## config.mk

```make
export PLATFORM = sky130hd
export DESIGN_NAME = partial_volume_membership
export DESIGN_NICKNAME = d
export VERILOG_FILES = /design/src/sv/pvm_pkg.sv /design/src/sv/partial_volume_membership.sv /design/src/sv/pvm_classify.sv /design/src/sv/pvm_div_cell.sv
export SDC_FILE = /design/constraint.sdc
export NUM_CORES = 2
export LEC_CHECK = 0
export ABC_CLOCK_PERIOD_IN_PS = 11850
export BUFFER_PORTS_ARGS = -buffer_cell sky130_fd_sc_hd__buf_2
export CORE_UTILIZATION = 55
export DETAILED_ROUTE_END_ITERATION = 10
export PLACE_DENSITY = 0.68
export RECOVER_POWER = 100
export SLEW_MARGIN = 5
export SYNTH_ARGS = -nofsm -noshare
export SYNTH_HDL_FRONTEND = slang
export SYNTH_HIERARCHICAL = 1
export SYNTH_SLANG_ARGS = --single-unit
export TNS_END_PERCENT = 20
```

## constraint.sdc

```tcl
create_clock -name clk -period 11.85 [get_ports clk]
set_input_delay 0.5925 -clock clk [delete_from_list [all_inputs] [get_ports clk]]
set_output_delay 0.5925 -clock clk [all_outputs]
set_load 0.05 [all_outputs]
```

## src/sv/pvm_pkg.sv

```systemverilog
`timescale 1ns / 1ps
`default_nettype none

package pvm_pkg;

	// default configuration of the block
	localparam int PVM_MAX_CLASSES    = 7;
	localparam int PVM_INTENSITY_BITS = 16;

	// fixed field widths
	localparam int CENTER_W   = 16;
	localparam int COUNT_W    = 3;
	localparam int CLASS_W    = 3;
	localparam int CFG_IDX_W  = 3;
	localparam int QW         = 17;
	localparam logic [QW-1:0] Q_ONE = 17'h10000;

	// register indexes
	localparam logic [CFG_IDX_W-1:0] CFG_CLASS_COUNT = 3'd0;
	localparam int                   CFG_CENTER_BASE = 1;

	// how the weights of one result are formed at the end of the chain
	typedef enum logic [1:0] {
		PVM_FULL_LOW,
		PVM_FULL_UP,
		PVM_DIVIDE,
		PVM_NONE
	} pvm_mode_t;

	// control word that travels with each transaction
	typedef struct packed {
		logic                 valid;
		pvm_mode_t            mode;
		logic [CLASS_W-1:0]   lower;
		logic                 last;
	} pvm_ctl_t;

endpackage

`default_nettype wire

```

## src/sv/partial_volume_membership.sv

```systemverilog
`timescale 1ns / 1ps
`default_nettype none

// partial-volume membership of one voxel intensity between two neighboring
// class centers. a transaction is taken at every clock edge where start is
// high; busy stays low, so a new voxel can be issued every cycle and the
// block sustains one voxel per clock. each voxel gives exactly one result,
// shown for one cycle with done high, in issue order, after the voxel has
// passed two classification stages (compare against all centers, then
// interval pick and operand subtraction), a chain of 17 division cells that
// each resolve one quotient bit of the Q16 weight, and one output register.
// the receiver cannot stall, so it must take every result in the cycle it
// appears. centers and class_count are written through cfg_we / cfg_index /
// cfg_data (index 0 is class_count, index 1+j is the center of class j) and
// must only change while no voxel is in flight; centers are expected in
// ascending order.
module partial_volume_membership import pvm_pkg::*; #(
	parameter int MAX_CLASSES    = PVM_MAX_CLASSES,
	parameter int INTENSITY_BITS = PVM_INTENSITY_BITS
) (
	input  wire logic                 clk,
	input  wire logic                 arst_n,
	input  wire logic                 start,
	output logic                      busy,
	input  wire logic [CENTER_W-1:0]  voxel_intensity,
	input  wire logic                 last_voxel,
	input  wire logic                 cfg_we,
	input  wire logic [CFG_IDX_W-1:0] cfg_index,
	input  wire logic [CENTER_W-1:0]  cfg_data,
	output logic                      done,
	output logic      [CLASS_W-1:0]   lower_class,
	output logic      [QW-1:0]        lower_weight,
	output logic      [QW-1:0]        upper_weight,
	output logic                      last_voxel_out
);

	// bits of the intensity and of the centers that take part
	localparam int XW  = (INTENSITY_BITS < CENTER_W) ? INTENSITY_BITS : CENTER_W;
	localparam int LAT = QW + 3;

	// fully pipelined, never refuses a transaction
	assign busy = 1'b0;

	// per-cell links of the division chain
	pvm_ctl_t      ctl_chain [QW+1];
	logic [XW-1:0] rem_chain [QW+1];
	logic [XW-1:0] div_chain [QW+1];
	logic [QW-1:0] quo_chain [QW+1];

	// classification front end, also holds the configuration registers
	pvm_classify #(
		.MAX_CLASSES (MAX_CLASSES),
		.XW          (XW)
	) u_classify (
		.clk       (clk),
		.arst_n    (arst_n),
		.cfg_we    (cfg_we),
		.cfg_index (cfg_index),
		.cfg_data  (cfg_data),
		.in_valid  (start),
		.x_i       (voxel_intensity[XW-1:0]),
		.last_i    (last_voxel),
		.ctl_o     (ctl_chain[0]),
		.num_o     (rem_chain[0]),
		.div_o     (div_chain[0])
	);

	assign quo_chain[0] = '0;

	// chain of division cells, msb of the quotient first; the first cell
	// only checks for a full weight since the numerator never exceeds the
	// divisor
	for (genvar g = 0; g < QW; g++) begin : g_cell
		pvm_div_cell #(
			.XW    (XW),
			.FIRST (g == 0)
		) u_cell (
			.clk    (clk),
			.arst_n (arst_n),
			.ctl_i  (ctl_chain[g]),
			.rem_i  (rem_chain[g]),
			.div_i  (div_chain[g]),
			.quo_i  (quo_chain[g]),
			.ctl_o  (ctl_chain[g+1]),
			.rem_o  (rem_chain[g+1]),
			.div_o  (div_chain[g+1]),
			.quo_o  (quo_chain[g+1])
		);
	end

	// result forming
	pvm_ctl_t      ctl_end;
	logic [QW-1:0] quo_end;
	logic [QW-1:0] wl;
	logic [QW-1:0] wu;

	assign ctl_end = ctl_chain[QW];
	assign quo_end = quo_chain[QW];

	always_comb begin
		unique case (ctl_end.mode)
			PVM_FULL_LOW: begin
				wl = Q_ONE;
				wu = '0;
			end
			PVM_FULL_UP: begin
				wl = '0;
				wu = Q_ONE;
			end
			PVM_DIVIDE: begin
				wl = Q_ONE - quo_end;
				wu = quo_end;
			end
			default: begin
				// no interval holds the sample (unordered centers)
				wl = '0;
				wu = '0;
			end
		endcase
	end

	logic               done_q;
	logic [CLASS_W-1:0] lower_q;
	logic [QW-1:0]      wl_q;
	logic [QW-1:0]      wu_q;
	logic               last_q;

	always_ff @(posedge clk or negedge arst_n) begin
		if (!arst_n) begin
			done_q <= 1'b0;
		end else begin
			done_q <= ctl_end.valid;
		end
	end

	always_ff @(posedge clk) begin
		lower_q <= ctl_end.lower;
		wl_q    <= wl;
		wu_q    <= wu;
		last_q  <= ctl_end.last;
	end

	assign done           = done_q;
	assign lower_class    = lower_q;
	assign lower_weight   = wl_q;
	assign upper_weight   = wu_q;
	assign last_voxel_out = last_q;

	// every accepted transaction comes out at the end of the pipeline
	a_start_to_done: assert property (@(posedge clk) disable iff (!arst_n)
		start |-> ##LAT done)
		else $error("result missing for an accepted transaction");

	// no result without a transaction issued at the matching time
	a_done_from_start: assert property (@(posedge clk) disable iff (!arst_n)
		done |-> $past(start, LAT))
		else $error("result without a matching transaction");

	// weights split one, or are both zero for unordered centers
	a_weight_sum: assert property (@(posedge clk) disable iff (!arst_n)
		done |-> (({1'b0, lower_weight} + {1'b0, upper_weight}) == {1'b0, Q_ONE})
		|| (lower_weight == '0 && upper_weight == '0))
		else $error("membership weights do not sum to one");

	// the pair never reaches beyond the last class that MAX_CLASSES allows
	a_lower_range: assert property (@(posedge clk) disable iff (!arst_n)
		done |-> (lower_class == '0) || (lower_class < CLASS_W'(MAX_CLASSES - 1)))
		else $error("lower class out of range");

endmodule

`default_nettype wire

```

## src/sv/pvm_classify.sv

```systemverilog
`timescale 1ns / 1ps
`default_nettype none

module pvm_classify import pvm_pkg::*; #(
	parameter int MAX_CLASSES = PVM_MAX_CLASSES,
	parameter int XW          = CENTER_W
) (
	input  wire logic                 clk,
	input  wire logic                 arst_n,
	input  wire logic                 cfg_we,
	input  wire logic [CFG_IDX_W-1:0] cfg_index,
	input  wire logic [CENTER_W-1:0]  cfg_data,
	input  wire logic                 in_valid,
	input  wire logic [XW-1:0]        x_i,
	input  wire logic                 last_i,
	output pvm_ctl_t                  ctl_o,
	output logic      [XW-1:0]        num_o,
	output logic      [XW-1:0]        div_o
);

	logic [COUNT_W-1:0]  class_count_q;
	logic [CENTER_W-1:0] center_q [MAX_CLASSES];

	// register file
	always_ff @(posedge clk or negedge arst_n) begin
		if (!arst_n) begin
			class_count_q <= COUNT_W'(3);
			for (int j = 0; j < MAX_CLASSES; j++) begin
				center_q[j] <= '0;
			end
		end else if (cfg_we) begin
			if (cfg_index == CFG_CLASS_COUNT) begin
				class_count_q <= cfg_data[COUNT_W-1:0];
			end
			for (int j = 0; j < MAX_CLASSES; j++) begin
				if (cfg_index == CFG_IDX_W'(CFG_CENTER_BASE + j)) begin
					center_q[j] <= cfg_data;
				end
			end
		end
	end

	// first stage: compare the sample against every centre
	logic                   valid_s1;
	logic [XW-1:0]          x_s1;
	logic                   last_s1;
	logic [MAX_CLASSES-1:0] ge_s1;
	logic [MAX_CLASSES-1:0] le_s1;

	always_ff @(posedge clk or negedge arst_n) begin
		if (!arst_n) begin
			valid_s1 <= 1'b0;
		end else begin
			valid_s1 <= in_valid;
		end
	end

	always_ff @(posedge clk) begin
		x_s1    <= x_i;
		last_s1 <= last_i;
		for (int j = 0; j < MAX_CLASSES; j++) begin
			ge_s1[j] <= x_i >= center_q[j][XW-1:0];
			le_s1[j] <= x_i <= center_q[j][XW-1:0];
		end
	end

	// second stage: pick the interval and form the divider operands
	logic [COUNT_W-1:0] n_eff;
	logic               ge_last;
	logic               hit;
	logic [CLASS_W-1:0] sel;
	pvm_mode_t          mode;
	logic [CLASS_W-1:0] lower;
	logic [XW-1:0]      lo_c;
	logic [XW-1:0]      hi_c;

	always_comb begin
		if (class_count_q == '0) begin
			n_eff = COUNT_W'(1);
		end else if (class_count_q > COUNT_W'(MAX_CLASSES)) begin
			n_eff = COUNT_W'(MAX_CLASSES);
		end else begin
			n_eff = class_count_q;
		end

		ge_last = 1'b0;
		for (int j = 0; j < MAX_CLASSES; j++) begin
			if (COUNT_W'(j) == n_eff - COUNT_W'(1)) begin
				ge_last = ge_s1[j];
			end
		end

		// walk downward so the lowest matching interval wins
		hit = 1'b0;
		sel = '0;
		for (int k = MAX_CLASSES - 1; k >= 1; k--) begin
			if (COUNT_W'(k) < n_eff && ge_s1[k-1] && le_s1[k]) begin
				hit = 1'b1;
				sel = CLASS_W'(k - 1);
			end
		end

		lo_c = '0;
		hi_c = '0;
		for (int j = 0; j < MAX_CLASSES; j++) begin
			if (CLASS_W'(j) == sel) begin
				lo_c = center_q[j][XW-1:0];
			end
			if (CLASS_W'(j) == sel + CLASS_W'(1)) begin
				hi_c = center_q[j][XW-1:0];
			end
		end

		priority if (le_s1[0]) begin
			mode  = PVM_FULL_LOW;
			lower = '0;
		end else if (ge_last) begin
			if (n_eff >= COUNT_W'(2)) begin
				mode  = PVM_FULL_UP;
				lower = CLASS_W'(n_eff - COUNT_W'(2));
			end else begin
				mode  = PVM_FULL_LOW;
				lower = '0;
			end
		end else if (hit) begin
			// zero-width interval gives the lower class everything
			mode  = (hi_c == lo_c) ? PVM_FULL_LOW : PVM_DIVIDE;
			lower = sel;
		end else begin
			mode  = PVM_NONE;
			lower = '0;
		end
	end

	always_ff @(posedge clk or negedge arst_n) begin
		if (!arst_n) begin
			ctl_o <= '0;
		end else begin
			ctl_o.valid <= valid_s1;
			ctl_o.mode  <= mode;
			ctl_o.lower <= lower;
			ctl_o.last  <= last_s1;
		end
	end

	always_ff @(posedge clk) begin
		num_o <= x_s1 - lo_c;
		div_o <= hi_c - lo_c;
	end

endmodule

`default_nettype wire

```

## src/sv/pvm_div_cell.sv

```systemverilog
`timescale 1ns / 1ps
`default_nettype none

module pvm_div_cell import pvm_pkg::*; #(
	parameter int XW    = CENTER_W,
	parameter bit FIRST = 1'b0
) (
	input  wire logic          clk,
	input  wire logic          arst_n,
	input  wire pvm_ctl_t      ctl_i,
	input  wire logic [XW-1:0] rem_i,
	input  wire logic [XW-1:0] div_i,
	input  wire logic [QW-1:0] quo_i,
	output pvm_ctl_t           ctl_o,
	output logic      [XW-1:0] rem_o,
	output logic      [XW-1:0] div_o,
	output logic      [QW-1:0] quo_o
);

	logic [XW:0]   trial;
	logic [XW:0]   diff;
	logic          qbit;
	logic [XW-1:0] rem_next;

	// one restoring step: the remainder stays below the divisor
	always_comb begin
		trial    = FIRST ? {1'b0, rem_i} : {rem_i, 1'b0};
		diff     = trial - {1'b0, div_i};
		qbit     = trial >= {1'b0, div_i};
		rem_next = qbit ? diff[XW-1:0] : trial[XW-1:0];
	end

	always_ff @(posedge clk or negedge arst_n) begin
		if (!arst_n) begin
			ctl_o <= '0;
		end else begin
			ctl_o.valid <= ctl_i.valid;
			ctl_o.mode  <= ctl_i.mode;
			ctl_o.lower <= ctl_i.lower;
			ctl_o.last  <= ctl_i.last;
		end
	end

	always_ff @(posedge clk) begin
		rem_o <= rem_next;
		div_o <= div_i;
		quo_o <= {quo_i[QW-2:0], qbit};
	end

endmodule

`default_nettype wire
```

==> results.yml <==
run_status:
  status: "finished, violations left"
  violations: "max-capacitance violations, max-slew violations"
floorplanning:
  row_count: 107
  die_h_um: 297
  coreArea_sq_um: 85800
  dieWidth_um: 297
  die_area_sq_um: 88400
  initial_core_util_pct: 55.9
  io_pins: 80
cts:
  cts-root-buf: "clkbuf_16"
  clk_latency_ps: 700
  cts.htree.levels: 3
  cts_buffer_depth: 3
  clock_sinks: 1008
  clkTransAtPathRegs_ps: 60
  cts_tree: "yes"
  cts_made_buffers: 103
  postCtsSetupRepairBufs: 0
place:
  port_buffers: 78
  placed_cell_area_sq_um: 49200
  post-place-ws_ps: 5870
  dp_hpwl_um: 82600
  gp_congestion: 0.917
worst_setup_path:
  crit_fanout: 54
  cp.arrival_ps: 8910
  crit_type: "register to register"
  cp-start-kind: "register"
  end_kind: "register"
  crit_required_ps: 12410
  r2r_slack_ps: 3500
sta:
  hold_violations: 0
  worst_slack_ps: 3500
  rsz0062_at_grt: "no"
  whs_ps: 166
  fmax_mhz: 120
  final.setup_skew_ps: 55.7
  slew_headroom_pct: -212
  fin_setup_tns_ps: 0
  min_period_over_period_pct: 70.5
  setup_viol_count_final: 0
  worstMarginPinSlew_ps: 4690
  fin_crit_ps: 8350
  drv_slew: 207
route:
  drtIter0Drc: 2794
  drt-wirelength-per-cell_um: 18.3
  routed_wl_um: 111000
  route.detailed.drc: 0
  viasPerCell: 5.66
  first_pass_iters: 8
  vias: 34100
  ant_nets: 0
cells_and_area:
  fillers: 7273
  diodes: 0
  seqCellArea_sq_um: 21400
  drive_gt1_share_pct: 10.7
  final_area_sq_um: 52200
  flow.area_growth_from_synthesis_pct: 8.81
  multi_input_area_sq_um: 23400
  fin_nets: 5275
grt:
  first_global_vias: 32600
  grt_pass1_wl_um: 177000
  grt.total_usage_pct: 24.6
  grt_overflow_total: 0
  antenna_found_initial: 2
  grt_max_degree: 86
logic_synthesis:
  avgSynthCellArea_sq_um: 10.3
  ys.warnings.count: 6
  syn_inst: 4678
  syn-num-nets: 5155
  netlist_area_sq_um: 48000
min_path:
  hold_class: "input pin to register"
run:
  drv_cap: 5
-- sequential cells by signal (all words and copies together), names as in the netlist, 3 cells and up --
signal and count:
g_cell.u_cell/ctl_o 119, g_cell.u_cell/div_o 256, g_cell.u_cell/quo_o 153, g_cell.u_cell/rem_o 256, lower_class 3, lower_weight 16, u_classify/center_q 112, u_classify/class_count_q 3
u_classify/ctl_o 7, u_classify/div_o 16, u_classify/ge_s1 7, u_classify/le_s1 7, u_classify/num_o 16, u_classify/x_s1 16, upper_weight 17
-- worst paths after layout --
path | startpoint | endpoint | depth (start not counted)
worst max-delay path | u_classify/class_count_q[2]$_DFFE_PN0P_ | u_classify/div_o[12]$_DFF_P_ | 17
worst min-delay path | voxel_intensity[0] | u_classify/x_s1[0]$_DFF_P_ | 1
worst max register to register | u_classify/class_count_q[2]$_DFFE_PN0P_ | u_classify/div_o[12]$_DFF_P_ | 17
worst min register to register | g_cell[4].u_cell/quo_o[4]$_DFF_P_ | g_cell[5].u_cell/quo_o[5]$_DFF_P_ | 0
max in group asynchronous | arst_n | g_cell[14].u_cell/ctl_o[3]$_DFF_PN0_ | 4
min in group asynchronous | arst_n | u_classify/center_q[13]$_DFFE_PN0P_ | 2
-- metrics by stage --
stage / cells / utilization, %
after floorplan: 4678 / -
after global placement: 5834 / 57.4
after detailed placement: 5834 / 57.4
after CTS: 6028 / 61.7
after global routing: 6028 / 60.8
final: 6028 / 60.8
-- layout make-up --
| cell class | count | share of cell area [%] |
|---|---|---|
| inverters | 479 | 3.44 |
| repair buffers | 101 | 0.868 |
| clock buffers | 144 | 5.77 |
| multi-input cells | 3105 | 44.9 |
| well taps | 1144 | 2.74 |
| clock inverters | 47 | 1.30 |
| flip-flops and latches | 1008 | 41.0 |
-- repair_timing --
item	in CTS	in global routing
endpoints found under the hold margin	86	0
hold buffers	3	0
gates resized for setup	0	0
-- critical path, stage by stage, from the launching register on --
cell and delay [ps]:
dfrtp_1 620, and2_0 370, a21boi_0 300, nor4b_1 280, clkbuf_1 860, inv_1 610
ha_1 520, clkbuf_1 1630, inv_1 600, a211oi_1 360, o21ai_0 130, o211a_2 160
xnor2_1 280, a221oi_1 190, o31a_4 340, a2111oi_0 580, o31ai_1 200, xnor2_1 150
-- placed cells by master, fill, tap and decap left out, types with 23 or more instances in the layout --
| master | count |
|---|---|
| clkbuf_1 | 84 |
| xnor2_1 | 103 |
| mux2_1 | 110 |
| o21ai_0 | 286 |
| a21o_1 | 62 |
| nand2b_1 | 83 |
| dfxtp_1 | 765 |
| a211o_1 | 24 |
| inv_1 | 479 |
| xor2_1 | 84 |
| ha_1 | 419 |
| o41ai_1 | 31 |
| o21a_1 | 65 |
| nand3_1 | 102 |
| nand2_1 | 255 |
| mux2_2 | 163 |
| a211oi_1 | 56 |
| nor2_1 | 249 |
| clkbuf_16 | 104 |
| nor3_1 | 55 |
| a21oi_1 | 298 |
| clkbuf_8 | 26 |
| o31a_1 | 34 |
| mux2i_1 | 24 |
| nand4_1 | 53 |
| or4_2 | 29 |
| nor4_1 | 30 |
| or3_1 | 23 |
| nor2b_1 | 67 |
| dfrtp_1 | 241 |
-- per-layer routing --
metal | vias up | track usage [%] | part of all wire (%)
li1 | 16800 | - | -
met1 | 16100 | 34.4 | 46
met2 | 1045 | 39.0 | 45
met3 | 236 | 3.41 | 5.8
met4 | 0 | 8.82 | 3.5
met5 | - | 0 | 0
Power is left out: the tool's default activity adds up to more than one toggle a clock period on the data nets, which glitch-free logic cannot reach.
